[src/hdl/tbrl_pkg.sv]
`timescale 1ns / 1ps
// Shared types and constants for the token-bucket rate limiter.
// Has no dependencies; every other file in the project refers to it.

package tbrl_pkg;

    // Field widths
    localparam int unsigned RATE_W  = 25;
    localparam int unsigned WORD_W  = 32;
    localparam int unsigned PROD_W  = RATE_W + WORD_W;
    localparam int unsigned CFG_A_W = 1;

    // Configuration register indexes
    localparam logic [CFG_A_W-1:0] REG_FILL_RATE   = 1'd0;
    localparam logic [CFG_A_W-1:0] REG_BURST_LIMIT = 1'd1;

    // Reset value of the fill rate
    localparam logic [RATE_W-1:0] RATE_RESET = 25'd1024;

    // Command codes of an input item
    localparam logic CMD_TICK     = 1'b0;
    localparam logic CMD_WITHDRAW = 1'b1;

    // Request from the sequencer to the serial divider
    typedef struct packed {
        logic              start;
        logic [WORD_W-1:0] dividend;
        logic [RATE_W-1:0] divisor;
    } div_req_t;

endpackage

[src/hdl/tbrl_if.sv]
`timescale 1ns / 1ps
// Valid/ready channel interfaces for the input items and the result items.
// Depends on tbrl_pkg for the field widths.

interface tbrl_in_if;
    logic                       valid;
    logic                       ready;
    logic                       cmd;
    logic [tbrl_pkg::WORD_W-1:0] amount;

    modport source (output valid, output cmd, output amount, input ready);
    modport sink   (input valid, input cmd, input amount, output ready);
endinterface

interface tbrl_out_if;
    logic                       valid;
    logic                       ready;
    logic                       granted;
    logic [tbrl_pkg::WORD_W-1:0] tokens_left;
    logic [tbrl_pkg::WORD_W-1:0] wait_ticks;

    modport source (output valid, output granted, output tokens_left,
                    output wait_ticks, input ready);
    modport sink   (input valid, input granted, input tokens_left,
                    input wait_ticks, output ready);
endinterface

[src/hdl/tbrl_div.sv]
`timescale 1ns / 1ps
// Serial restoring divider giving the quotient rounded up, one bit a cycle.
// Depends on tbrl_pkg for div_req_t and the field widths.

module tbrl_div
(
    input  logic                        clk,
    input  logic                        rst_n,
    input  tbrl_pkg::div_req_t          req,
    output logic                        done,
    output logic [tbrl_pkg::WORD_W-1:0] quotient
);

    localparam int unsigned CNT_W = $clog2(tbrl_pkg::WORD_W);
    localparam logic [CNT_W-1:0] LAST_STEP = CNT_W'(tbrl_pkg::WORD_W - 1);

    typedef enum logic [2:0] {
        DV_IDLE  = 3'b001,
        DV_RUN   = 3'b010,
        DV_ROUND = 3'b100
    } dv_state_t;

    dv_state_t                      state_reg, state_next;
    logic [CNT_W-1:0]               cnt_reg, cnt_next;
    logic [tbrl_pkg::RATE_W-1:0]    divisor_reg;
    logic [tbrl_pkg::RATE_W-1:0]    rem_reg;
    logic [tbrl_pkg::WORD_W-1:0]    quot_reg;
    logic [tbrl_pkg::RATE_W:0]      shifted;
    logic [tbrl_pkg::RATE_W:0]      diff;
    logic                           fits;

    // One restoring step: bring down the next dividend bit and try a subtract.
    always_comb
    begin
        shifted = {rem_reg, quot_reg[tbrl_pkg::WORD_W-1]};
        diff    = shifted - {1'b0, divisor_reg};
        fits    = (shifted >= {1'b0, divisor_reg});
    end

    // Step sequencer.
    always_comb
    begin
        state_next = state_reg;
        cnt_next   = cnt_reg;
        unique case (state_reg)
            DV_IDLE:
            begin
                if (req.start)
                begin
                    state_next = DV_RUN;
                    cnt_next   = '0;
                end
            end
            DV_RUN:
            begin
                cnt_next = cnt_reg + 1'b1;
                if (cnt_reg == LAST_STEP)
                begin
                    state_next = DV_ROUND;
                end
            end
            DV_ROUND:
            begin
                state_next = DV_IDLE;
            end
            default:
            begin
                state_next = DV_IDLE;
            end
        endcase
    end

    always_ff @(posedge clk or negedge rst_n)
    begin
        if (!rst_n)
        begin
            state_reg <= DV_IDLE;
            cnt_reg   <= '0;
        end
        else
        begin
            state_reg <= state_next;
            cnt_reg   <= cnt_next;
        end
    end

    // Remainder and quotient shift register; the dividend shifts out at the top.
    always_ff @(posedge clk)
    begin
        if (state_reg == DV_IDLE && req.start)
        begin
            divisor_reg <= req.divisor;
            rem_reg     <= '0;
            quot_reg    <= req.dividend;
        end
        else if (state_reg == DV_RUN)
        begin
            rem_reg  <= fits ? diff[tbrl_pkg::RATE_W-1:0]
                             : shifted[tbrl_pkg::RATE_W-1:0];
            quot_reg <= {quot_reg[tbrl_pkg::WORD_W-2:0], fits};
        end
    end

    // A non-zero remainder rounds the quotient up by one.
    assign done     = (state_reg == DV_ROUND);
    assign quotient = quot_reg + tbrl_pkg::WORD_W'(rem_reg != '0);

    // A new division is only ever requested while the unit is free.
    a_start_when_idle: assert property (@(posedge clk) disable iff (!rst_n)
        req.start |-> state_reg == DV_IDLE)
        else $error("divider started while busy");

    // The rounding phase follows in the cycle after the last step.
    a_round_after_run: assert property (@(posedge clk) disable iff (!rst_n)
        (state_reg == DV_RUN && cnt_reg == LAST_STEP) |=> done)
        else $error("divider skipped its rounding phase");

    // The remainder always stays below the divisor.
    a_rem_below_div: assert property (@(posedge clk) disable iff (!rst_n)
        (state_reg == DV_ROUND) |-> rem_reg < divisor_reg)
        else $error("divider remainder not reduced");

endmodule

[src/hdl/token_bucket_rate_limiter.sv]
`timescale 1ns / 1ps
// Top level of the token-bucket rate limiter: state, sequencer and result register.
// Depends on tbrl_pkg, the channel interfaces in tbrl_if and the divider tbrl_div.
//
//  Channel   Direction  Contents
//  item      in         cmd (tick or withdraw), amount
//  result    out        granted, tokens_left, wait_ticks
//  cfg       in         cfg_wr_en, cfg_index, cfg_wdata (fill_rate, burst_limit)
//
// A tick, or a withdraw the bucket already covers, goes straight to the done state and loads the result.
// A refill adds a multiply step and an add-and-saturate step; when it
// leaves the bucket short of full at a non-zero rate, the serial divider (32 steps and a
// rounding phase) follows before the result loads.
// Reset clears the bucket, the tick count and the wait, and sets the fill rate to 1024.
// The next item is taken the cycle after a result loads, even while that result is stalled.

module token_bucket_rate_limiter
(
    input  logic                               clk,
    input  logic                               rst_n,
    tbrl_in_if.sink                            item,
    tbrl_out_if.source                         result,
    input  logic                               cfg_wr_en,
    input  logic [tbrl_pkg::CFG_A_W-1:0]       cfg_index,
    input  logic [tbrl_pkg::WORD_W-1:0]        cfg_wdata
);

    typedef enum logic [4:0] {
        ST_IDLE = 5'b00001,
        ST_MUL  = 5'b00010,
        ST_ADD  = 5'b00100,
        ST_DIV  = 5'b01000,
        ST_DONE = 5'b10000
    } state_t;

    localparam logic [tbrl_pkg::WORD_W-1:0] WORD_MAX = '1;

    state_t                          state_reg, state_next;
    logic [tbrl_pkg::RATE_W-1:0]     rate_reg;
    logic [tbrl_pkg::WORD_W-1:0]     burst_reg;
    logic [tbrl_pkg::WORD_W-1:0]     token_count_reg, token_count_next;
    logic [tbrl_pkg::WORD_W-1:0]     elapsed_reg, elapsed_next;
    logic [tbrl_pkg::WORD_W-1:0]     fill_wait_reg, fill_wait_next;
    logic                            cmd_reg;
    logic [tbrl_pkg::WORD_W-1:0]     amount_reg;
    logic [tbrl_pkg::PROD_W-1:0]     prod_reg;
    logic [tbrl_pkg::PROD_W:0]       grown;
    logic [tbrl_pkg::WORD_W-1:0]     refilled;
    logic                            out_valid_reg, out_valid_next;
    logic                            granted_reg;
    logic [tbrl_pkg::WORD_W-1:0]     tokens_out_reg;
    logic [tbrl_pkg::WORD_W-1:0]     wait_out_reg;
    logic                            accept;
    logic                            out_load;
    logic                            grant;
    tbrl_pkg::div_req_t              div_req;
    logic                            div_done;
    logic [tbrl_pkg::WORD_W-1:0]     div_quot;

    assign item.ready = (state_reg == ST_IDLE);
    assign accept     = item.valid && item.ready;

    // Configuration writes.
    always_ff @(posedge clk or negedge rst_n)
    begin
        if (!rst_n)
        begin
            rate_reg  <= tbrl_pkg::RATE_RESET;
            burst_reg <= '0;
        end
        else if (cfg_wr_en)
        begin
            unique case (cfg_index)
                tbrl_pkg::REG_FILL_RATE:   rate_reg  <= cfg_wdata[tbrl_pkg::RATE_W-1:0];
                tbrl_pkg::REG_BURST_LIMIT: burst_reg <= cfg_wdata;
                default:                   ;
            endcase
        end
    end

    // Refill arithmetic: grown tokens saturate at the burst limit.
    always_comb
    begin
        grown    = {{(tbrl_pkg::PROD_W + 1 - tbrl_pkg::WORD_W){1'b0}}, token_count_reg}
                 + {1'b0, prod_reg};
        refilled = (grown > {{(tbrl_pkg::PROD_W + 1 - tbrl_pkg::WORD_W){1'b0}}, burst_reg})
                 ? burst_reg : grown[tbrl_pkg::WORD_W-1:0];
    end

    // The result register loads when it is empty or its content is being taken.
    assign out_load = (state_reg == ST_DONE) && (!out_valid_reg || result.ready);
    assign grant    = (cmd_reg == tbrl_pkg::CMD_WITHDRAW) && (token_count_reg >= amount_reg);

    // Divider request, issued when a refill leaves the bucket short of full at a non-zero fill rate.
    always_comb
    begin
        div_req.start    = (state_reg == ST_ADD) && (refilled < burst_reg) && (rate_reg != '0);
        div_req.dividend = burst_reg - refilled;
        div_req.divisor  = rate_reg;
    end

    // Sequencer and bucket state.
    always_comb
    begin
        state_next       = state_reg;
        token_count_next = token_count_reg;
        elapsed_next     = elapsed_reg;
        fill_wait_next   = fill_wait_reg;
        unique case (state_reg)
            ST_IDLE:
            begin
                if (accept)
                begin
                    if (item.cmd == tbrl_pkg::CMD_TICK)
                    begin
                        if (elapsed_reg != WORD_MAX)
                        begin
                            elapsed_next = elapsed_reg + 1'b1;
                        end
                        state_next = ST_DONE;
                    end
                    else if (token_count_reg < item.amount)
                    begin
                        state_next = ST_MUL;
                    end
                    else
                    begin
                        state_next = ST_DONE;
                    end
                end
            end
            ST_MUL:
            begin
                state_next = ST_ADD;
            end
            ST_ADD:
            begin
                token_count_next = refilled;
                elapsed_next     = '0;
                if (div_req.start)
                begin
                    state_next = ST_DIV;
                end
                else
                begin
                    fill_wait_next = (refilled < burst_reg) ? WORD_MAX : '0;
                    state_next     = ST_DONE;
                end
            end
            ST_DIV:
            begin
                if (div_done)
                begin
                    fill_wait_next = div_quot;
                    state_next     = ST_DONE;
                end
            end
            ST_DONE:
            begin
                if (out_load)
                begin
                    if (grant)
                    begin
                        token_count_next = token_count_reg - amount_reg;
                    end
                    state_next = ST_IDLE;
                end
            end
            default:
            begin
                state_next = ST_IDLE;
            end
        endcase
    end

    // Output valid drops once taken unless a new result loads.
    always_comb
    begin
        out_valid_next = out_valid_reg;
        if (out_load)
        begin
            out_valid_next = 1'b1;
        end
        else if (result.ready)
        begin
            out_valid_next = 1'b0;
        end
    end

    always_ff @(posedge clk or negedge rst_n)
    begin
        if (!rst_n)
        begin
            state_reg       <= ST_IDLE;
            token_count_reg <= '0;
            elapsed_reg     <= '0;
            fill_wait_reg   <= '0;
            out_valid_reg   <= 1'b0;
        end
        else
        begin
            state_reg       <= state_next;
            token_count_reg <= token_count_next;
            elapsed_reg     <= elapsed_next;
            fill_wait_reg   <= fill_wait_next;
            out_valid_reg   <= out_valid_next;
        end
    end

    // Item capture, product register and result payload.
    always_ff @(posedge clk)
    begin
        if (accept)
        begin
            cmd_reg    <= item.cmd;
            amount_reg <= item.amount;
        end
        if (state_reg == ST_MUL)
        begin
            prod_reg <= elapsed_reg * rate_reg;
        end
        if (out_load)
        begin
            granted_reg    <= grant;
            tokens_out_reg <= token_count_next;
            wait_out_reg   <= fill_wait_reg;
        end
    end

    assign result.valid       = out_valid_reg;
    assign result.granted     = granted_reg;
    assign result.tokens_left = tokens_out_reg;
    assign result.wait_ticks  = wait_out_reg;

    // Serial divider for the wait until full.
    tbrl_div u_div
    (
        .clk      (clk),
        .rst_n    (rst_n),
        .req      (div_req),
        .done     (div_done),
        .quotient (div_quot)
    );

    // A transfer on the item channel always starts work on it.
    a_accept_leaves_idle: assert property (@(posedge clk) disable iff (!rst_n)
        accept |=> state_reg != ST_IDLE)
        else $error("accepted item was not processed");

    // A refill never leaves more tokens than the burst limit allowed.
    a_refill_capped: assert property (@(posedge clk) disable iff (!rst_n)
        (state_reg == ST_ADD) |=> token_count_reg <= $past(burst_reg))
        else $error("refill exceeded the burst limit");

    // A refill always clears the tick count.
    a_refill_clears_ticks: assert property (@(posedge clk) disable iff (!rst_n)
        (state_reg == ST_ADD) |=> elapsed_reg == '0)
        else $error("tick count survived a refill");

    // The divider is only waited on after it was started.
    a_div_started: assert property (@(posedge clk) disable iff (!rst_n)
        (state_reg == ST_DIV && $past(state_reg) == ST_ADD) |-> $past(div_req.start))
        else $error("waiting on a divider that was never started");

endmodule

[src/flat_wrapper.sv]
// flat-port wrapper written by rule: the top's interface ports become plain ports
module token_bucket_rate_limiter_flat 
  (clk, rst_n, cfg_wr_en, cfg_index, cfg_wdata, item_valid, item_cmd, item_amount, item_ready, result_valid, result_granted, result_tokens_left, result_wait_ticks, result_ready);
  tbrl_in_if item_i ();
  tbrl_out_if result_i ();
  input  logic clk;
  input  logic rst_n;
  input  logic cfg_wr_en;
  input  logic [tbrl_pkg::CFG_A_W-1:0] cfg_index;
  input  logic [tbrl_pkg::WORD_W-1:0] cfg_wdata;
  input wire logic [$bits(item_i.valid)-1:0] item_valid;
  input wire logic [$bits(item_i.cmd)-1:0] item_cmd;
  input wire logic [$bits(item_i.amount)-1:0] item_amount;
  output wire logic [$bits(item_i.ready)-1:0] item_ready;
  output wire logic [$bits(result_i.valid)-1:0] result_valid;
  output wire logic [$bits(result_i.granted)-1:0] result_granted;
  output wire logic [$bits(result_i.tokens_left)-1:0] result_tokens_left;
  output wire logic [$bits(result_i.wait_ticks)-1:0] result_wait_ticks;
  input wire logic [$bits(result_i.ready)-1:0] result_ready;
  assign item_i.valid = item_valid;
  assign item_i.cmd = item_cmd;
  assign item_i.amount = item_amount;
  assign item_ready = item_i.ready;
  assign result_valid = result_i.valid;
  assign result_granted = result_i.granted;
  assign result_tokens_left = result_i.tokens_left;
  assign result_wait_ticks = result_i.wait_ticks;
  assign result_i.ready = result_ready;
  token_bucket_rate_limiter u_core (.clk(clk), .rst_n(rst_n), .item(item_i), .result(result_i), .cfg_wr_en(cfg_wr_en), .cfg_index(cfg_index), .cfg_wdata(cfg_wdata));
endmodule
[config.mk]
export PLATFORM = sky130hd
export DESIGN_NAME = token_bucket_rate_limiter_flat
export DESIGN_NICKNAME = d
export VERILOG_FILES = /design/src/hdl/tbrl_pkg.sv /design/src/hdl/tbrl_if.sv /design/src/hdl/tbrl_div.sv /design/src/hdl/token_bucket_rate_limiter.sv /design/src/flat_wrapper.sv
export SDC_FILE = /design/constraint.sdc
export NUM_CORES = 2
export LEC_CHECK = 0
export ABC_AREA = 1
export BUFFER_PORTS_ARGS = -buffer_cell sky130_fd_sc_hd__buf_4
export CAP_MARGIN = 20
export CELL_PAD_IN_SITES_DETAIL_PLACEMENT = 0
export CELL_PAD_IN_SITES_GLOBAL_PLACEMENT = 1
export CORE_MARGIN = 8
export CORE_UTILIZATION = 45
export CTS_CLUSTER_DIAMETER = 40
export CTS_CLUSTER_SIZE = 30
export DETAILED_ROUTE_END_ITERATION = 6
export PLACE_DENSITY_LB_ADDON = 0.1
export SKIP_LAST_GASP = 1
export SLEW_MARGIN = 20
export SYNTH_ARGS = -nofsm -noshare
export SYNTH_HDL_FRONTEND = slang
export SYNTH_SLANG_ARGS = --single-unit
export TNS_END_PERCENT = 1
[constraint.sdc]
create_clock -name clk -period 9 [get_ports clk]
set_input_delay 2.7 -clock clk [delete_from_list [all_inputs] [get_ports clk]]
set_output_delay 2.7 -clock clk [all_outputs]
set_load 0.03 [all_outputs]
Yosys cells after proc, flatten, opt, wreduce, memory -nomap -nowiden
Cells that the tools add are included.

cells by class
  multiply operators = 1
  reduce and logical (&&, ||, !) cells = 22
  add/sub/neg operators = 7
  mux-type cells = 29
  bitwise operators = 1
  order comparisons = 5
  eq/ne operators = 18

operator list
  operator                                        count
  two-way mux 32 bit                              11
  case mux 32 bit (2 select lines)                3
  less-than comparator 32 bit                     2
  subtractor 32 bit                               2
  adder 32 x 57 -> 58 bit                         1
  greater-than comparator 58 x 32 -> 1 bit        1
  multiplier 32 x 25 -> 57 bit                    1
  nonzero test 25 bit                             2
  two-way mux 5 bit                               7
  adder 32 x 1 -> 32 bit                          1
  adder 32 x 1 -> 32 bit (second input constant)  1
  >= comparator 32 bit                            1
  inequality test 32 bit (second input constant)  1
  >= comparator 26 x 25 -> 1 bit                  1
  two-way mux 25 bit                              1
  case mux 5 bit (5 select lines)                 1
  subtractor 25 bit                               1
  inequality test 2 bit (second input constant)   6
  equality test 5 bit (second input constant)     2
  case mux 5 bit (2 select lines)                 1
  nonzero test 2 bit                              5
  AND reduction 2 bit                             4
  logical AND 1 bit                               6
  two-way mux 3 bit                               2
  other kinds (16)                                19

storage, ports and cells
  bits in registers = 404
  input port bits = 71

Longest topological paths before layout
  word-level depth = 8
  mapped depth = 45

Modules after synthesis
A second synthesis with hierarchy kept.

second synthesis, totals
  cells, all modules = 7193
  area, all modules = 54554.8 um2

modules (own cells, without submodules)
  module                     cells an instance  area an instance (um2)  times used
  token_bucket_rate_limiter  6266               48108.6                 1
  tbrl_div                   927                6446.2                  1

Worst setup path after synthesis
No wires, ideal clock.

  kind = in2reg
  start = input result_ready
  end = register u_core.tokens_out_reg (netlist bit u_core.result.tokens_left[26]) (data pin)
  cell stages on the path = 7
  setup slack = 1.878 ns
  arrival time = 6.844 ns
  path buffers = 0
  required time = 8.722 ns
  setup time = 0.278 ns
  cell sequence = nor2_1 nor2_1 nand2_1 clkinv_1 nand2_1 a22oi_1 o21ai_0

between the ends
  cells in the longest elaborated chain, start to end = 4

ends and longest elaborated chain
  element                                      line                              RTL
  start, declared                              flat_wrapper.sv:19                input wire logic [$bits(result_i.ready)-1:0] result_ready;
  logical OR 1 bit                             token_bucket_rate_limiter.sv:91   assign out_load = (state_reg == ST_DONE) && (!out_valid_reg || result.ready);
  logical AND 1 bit                            token_bucket_rate_limiter.sv:91
  named net u_core.out_load                    token_bucket_rate_limiter.sv:54   logic out_load;
  two-way mux 32 bit                           token_bucket_rate_limiter.sv:160  if (out_load)
  case mux 32 bit (2 select lines)             token_bucket_rate_limiter.sv:109  unique case (state_reg)
  named net u_core.token_count_next (one bit)  token_bucket_rate_limiter.sv:41   logic [tbrl_pkg::WORD_W-1:0] token_count_reg, token_count_next;
  end signal, assigned                         token_bucket_rate_limiter.sv:225  tokens_out_reg <= token_count_next;
  end, declared                                token_bucket_rate_limiter.sv:51   logic [tbrl_pkg::WORD_W-1:0] tokens_out_reg;

The timed path passes the listed nets, and every way through them passes these cells.
A chain may end at the register's enable or synchronous reset.

Worst setup path after layout
  start = register u_core.rate_reg[14] (netlist name)
  end = register u_core.prod_reg[42] (netlist name) (data pin)

between the ends
  cells in the longest elaborated chain, start to end = 1

ends and longest elaborated chain
  element                       line                              RTL
  start, declared               token_bucket_rate_limiter.sv:39   logic [tbrl_pkg::RATE_W-1:0] rate_reg;
  start signal, assigned        token_bucket_rate_limiter.sv:68   rate_reg <= tbrl_pkg::RATE_RESET;
  start signal, assigned        token_bucket_rate_limiter.sv:74   tbrl_pkg::REG_FILL_RATE: rate_reg <= cfg_wdata[tbrl_pkg::RATE_W-1:0];
  multiplier 32 x 25 -> 57 bit  token_bucket_rate_limiter.sv:220  prod_reg <= elapsed_reg * rate_reg;
  end signal, assigned          token_bucket_rate_limiter.sv:220
  end, declared                 token_bucket_rate_limiter.sv:46   logic [tbrl_pkg::PROD_W-1:0] prod_reg;

Every way passes these cells.

==> summary.md <==
| Metric | Value |
|---|---|
| Status | finished, violations left |
| Violations in the final reports | design-rule violations |
| Clk root buf | clkbuf_16 |
| Slowest-stage cell, CP | dfrtp_1 |
| WL final | 178 mm |
| Commonest cells in the synthesized netlist | nand2_1, inv_1, fa_1 |
| Maxcap violations | 0 |
| Worst setup margin | 972 ps |
| Htree depth | 3 |
| Post-cts sizing count | 0 |
| Ranking of synthesized cells by area | fa_1, nand2_1, edfxtp_1 |
| Sink Count | 404 |
| Ys flop type | edfxtp_1 |
| Vias per cell | 5.22 |
| Post-route DRC | 7 |
| Antenna violations before repair | 1 |
| Reg clk slew, reported paths | 50 ps |
| Core area | 118000 µm² |
| GRT overflow | 0 |
| Share of post-route cells with drive strength above 1 | 7.56% |
| Detailed Routing Iterations Pass 1 | 7 |
| Initial Util | 45.2% |
| Net count reported at finish | 8028 |
| Lkg Pwr | 30.4 nW |
| Post-synth ARST share | 41.3% |
| Mean Syn Cell Area | 7.78 µm² |
| P per Cell Area | 379 nW/µm² |
| Synth Net Count | 7966 |
| Max reg flops | 57 |
| Synthesized cell area | 53100 µm² |
| Post-synth EDFFs | 212 |
| Kind of critical path | reg -> reg |
| Relative slew slack | 21.1% |
| Crit path max fanout | 21 |
| Clock buffer depth | 3 |
| CTS tree | built |
| Final Critical Period | 8030 ps |
| Skew final | 31.9 ps |
| Avg WL per Cell | 21.0 µm |
| Crit path top cell by count | fa_1 |
| Final TNS setup | 0 ps |
| Part of the cycle the worst path needs | 89.2% |
| Die area | 129000 µm² |
| Synthesized flop and latch total | 404 |
| Final Wtd Congestion | 0.957 |
| Unrepaired setup endpoints after global routing | false |
| Largest stage delay on the critical path | 990 ps |
| Initial DRC count | 2841 |
| Final Hold Viols | 0 |
| Worst EP required | 9400 ps |
| Area Growth Syn to Fin | 10.1% |
| Data arrival, critical path | 8430 ps |
| Sequential fraction of the synthesis area | 20.8% |
| Vias in the first global route | 46.0k |
| Die H | 360 µm |
| HPWL Detailed | 147 mm |
| Die X | 360 µm |
| Fmax | 125 MHz |
| Largest net degree at the start of global routing | 90 |
| Num ports | 138 |
| I/O Buffers | 137 |
| Fillers | 11.7k |
| Hold Path Class | reg -> reg |
| Tightest Pin Transition | 1180 ps |
| Num rows | 126 |
| Via Count | 44.3k |
| Count leader, synth | nand2_1 |
| Yosys top cell by area | fa_1 |
| Fin. max-slew vios | 0 |
| Yosys top cell area share | 26.0% |
| Synth cell types | 62 |
| Pre-CTS setup slack | 988 ps |
| Worst IR Drop VDD | 541 µV |
| Worst setup SP type | flop |
| Reg area | 11100 µm² |
| Clock Latency Late Sink | 680 ps |
| Antenna-violating nets left | 0 |
| N_diodes | 0 |
| Mapped Cells | 6823 |
| CTS Hold Bufs | 0 |
| CTS buffer count | 76 |
| Worst Setup End Kind | flop |
| Post-CTS setup buffers | 0 |
| First-pass GRT wire length | 277 mm |
| Multi-input logic area | 35200 µm² |
| All-layer global routing usage | 27.5% |
| CP Cell Sequence | buf_4 > nand2_1 > fa_1 > inv_1 > fa_1 > inv_1 > fa_1 > fa_1 > fa_1 > fa_1 > inv_1 > fa_1 > ha_1 > nand2_1 > nor3_1 > inv_1 > nor4_1 > a21oi_1 > o21ai_0 > nand2_1 > nand2_1 > nand2_1 > nand2_1 > xor2_1 |
| Final setup viols | 0 |
| Ys Warns | 0 |
-- through the flow --
step	instance area (µm²)	std cells	total power, mW	utilization (%)	hold slack (ps)
4_1_cts	58500	8485	22.4	49.7	449
2_1_floorplan	53100	6823	13.7	-	423
5_1_grt	58500	8485	24.2	49.7	454
6_report	58500	8485	22.2	49.7	447
3_5_place_dp	55900	8343	19.3	47.5	437
3_3_place_gp	55900	8342	19.2	47.5	437
-- critical path: cells and delay by family (launching register included) --
family | cells | cell delay, ps
compound gates | 2 | 590
xor+xnor | 1 | 60
fa+ha+maj | 8 | 4070
buf+inv | 5 | 660
flops | 1 | 990
simple gates | 8 | 1380
-- cell families (layout without fill, tap and decap cells) --
| family | Yosys count | after routing | share of synthesized area (%) |
|---|---|---|---|
| AOI/OAI and AO/OA | 692 | 692 | 7.25 |
| xor gates and xnor gates | 187 | 187 | 3.08 |
| adders and majority gates | 1072 | 1072 | 35.0 |
| buffers and inverters | 1815 | 1941 | 13.0 |
| DFF | 404 | 404 | 20.8 |
| and+or+nand+nor | 2653 | 2653 | 20.8 |
-- path summary, 6_finish.rpt --
kind,from,cells past startpoint,to,slack [ps]
max reg2reg,u_core.rate_reg[14]$_DFFE_PN0P_,24,u_core.prod_reg[42]$_DFFE_PP_,970
min in group asynchronous,rst_n,1,u_core.u_div.state_reg[1]$_DFFE_PN0P_,2090
min reg2reg,u_core.fill_wait_reg[24]$_DFFE_PN0P_,0,u_core.result.wait_ticks[24]$_DFFE_PP_,450
max in group asynchronous,rst_n,2,u_core.elapsed_reg[27]$_DFFE_PN0P_,5810
min,u_core.fill_wait_reg[24]$_DFFE_PN0P_,0,u_core.result.wait_ticks[24]$_DFFE_PP_,450
max,u_core.rate_reg[14]$_DFFE_PN0P_,24,u_core.prod_reg[42]$_DFFE_PP_,970
-- final cells by class --
class	instances	area share, %
multi-input combinational	4604	60.1
clock buffer	90	3.41
inverter	1553	9.97
timing repair buffer	246	3.25
clock inverter	52	1.05
tap	1536	3.29
sequential	404	18.9
-- placed cells by master (no fill, tap or decap), drive strengths merged, types with 3 or more instances in the layout --
cell	n
fa	691
nand3	242
dfrtp	164
nand2	1887
ha	381
dfxtp	25
a221oi	4
o21a	19
buf	245
o221ai	4
o21bai	13
xnor2	72
bufinv	3
nand4	60
o31ai	14
o211ai	16
dfstp	3
inv	1576
clkinvlp	4
edfxtp	212
a22oi	6
or2	7
nor2	349
clkbuf	91
a21oi	271
o21ai	256
a21boi	6
xor2	115
a211oi	8
nand3b	9
a31oi	49
nor4	28
clkinv	22
a21o	15
nor3	64
-- per-layer routing --
layer	GRT usage (%)	vias up	routed length (µm)
met5	0	-	13
met1	34.4	21800	73500
met2	48.7	1246	88500
met4	10.8	2	7670
met3	3.19	346	8760
li1	-	20900	-
-- power breakdown --
group / leakage (nW) / switching, mW / internal (mW) / total [mW]
combinational: 24.9 / 10.5 / 5.34 / 15.9
clock: 1.26 / 1.18 / 1.75 / 2.93
sequential: 4.24 / 0.600 / 2.77 / 3.37
total: 30.4 / 12.3 / 9.86 / 22.2
Note: power is estimated with default switching activity, not from simulation.
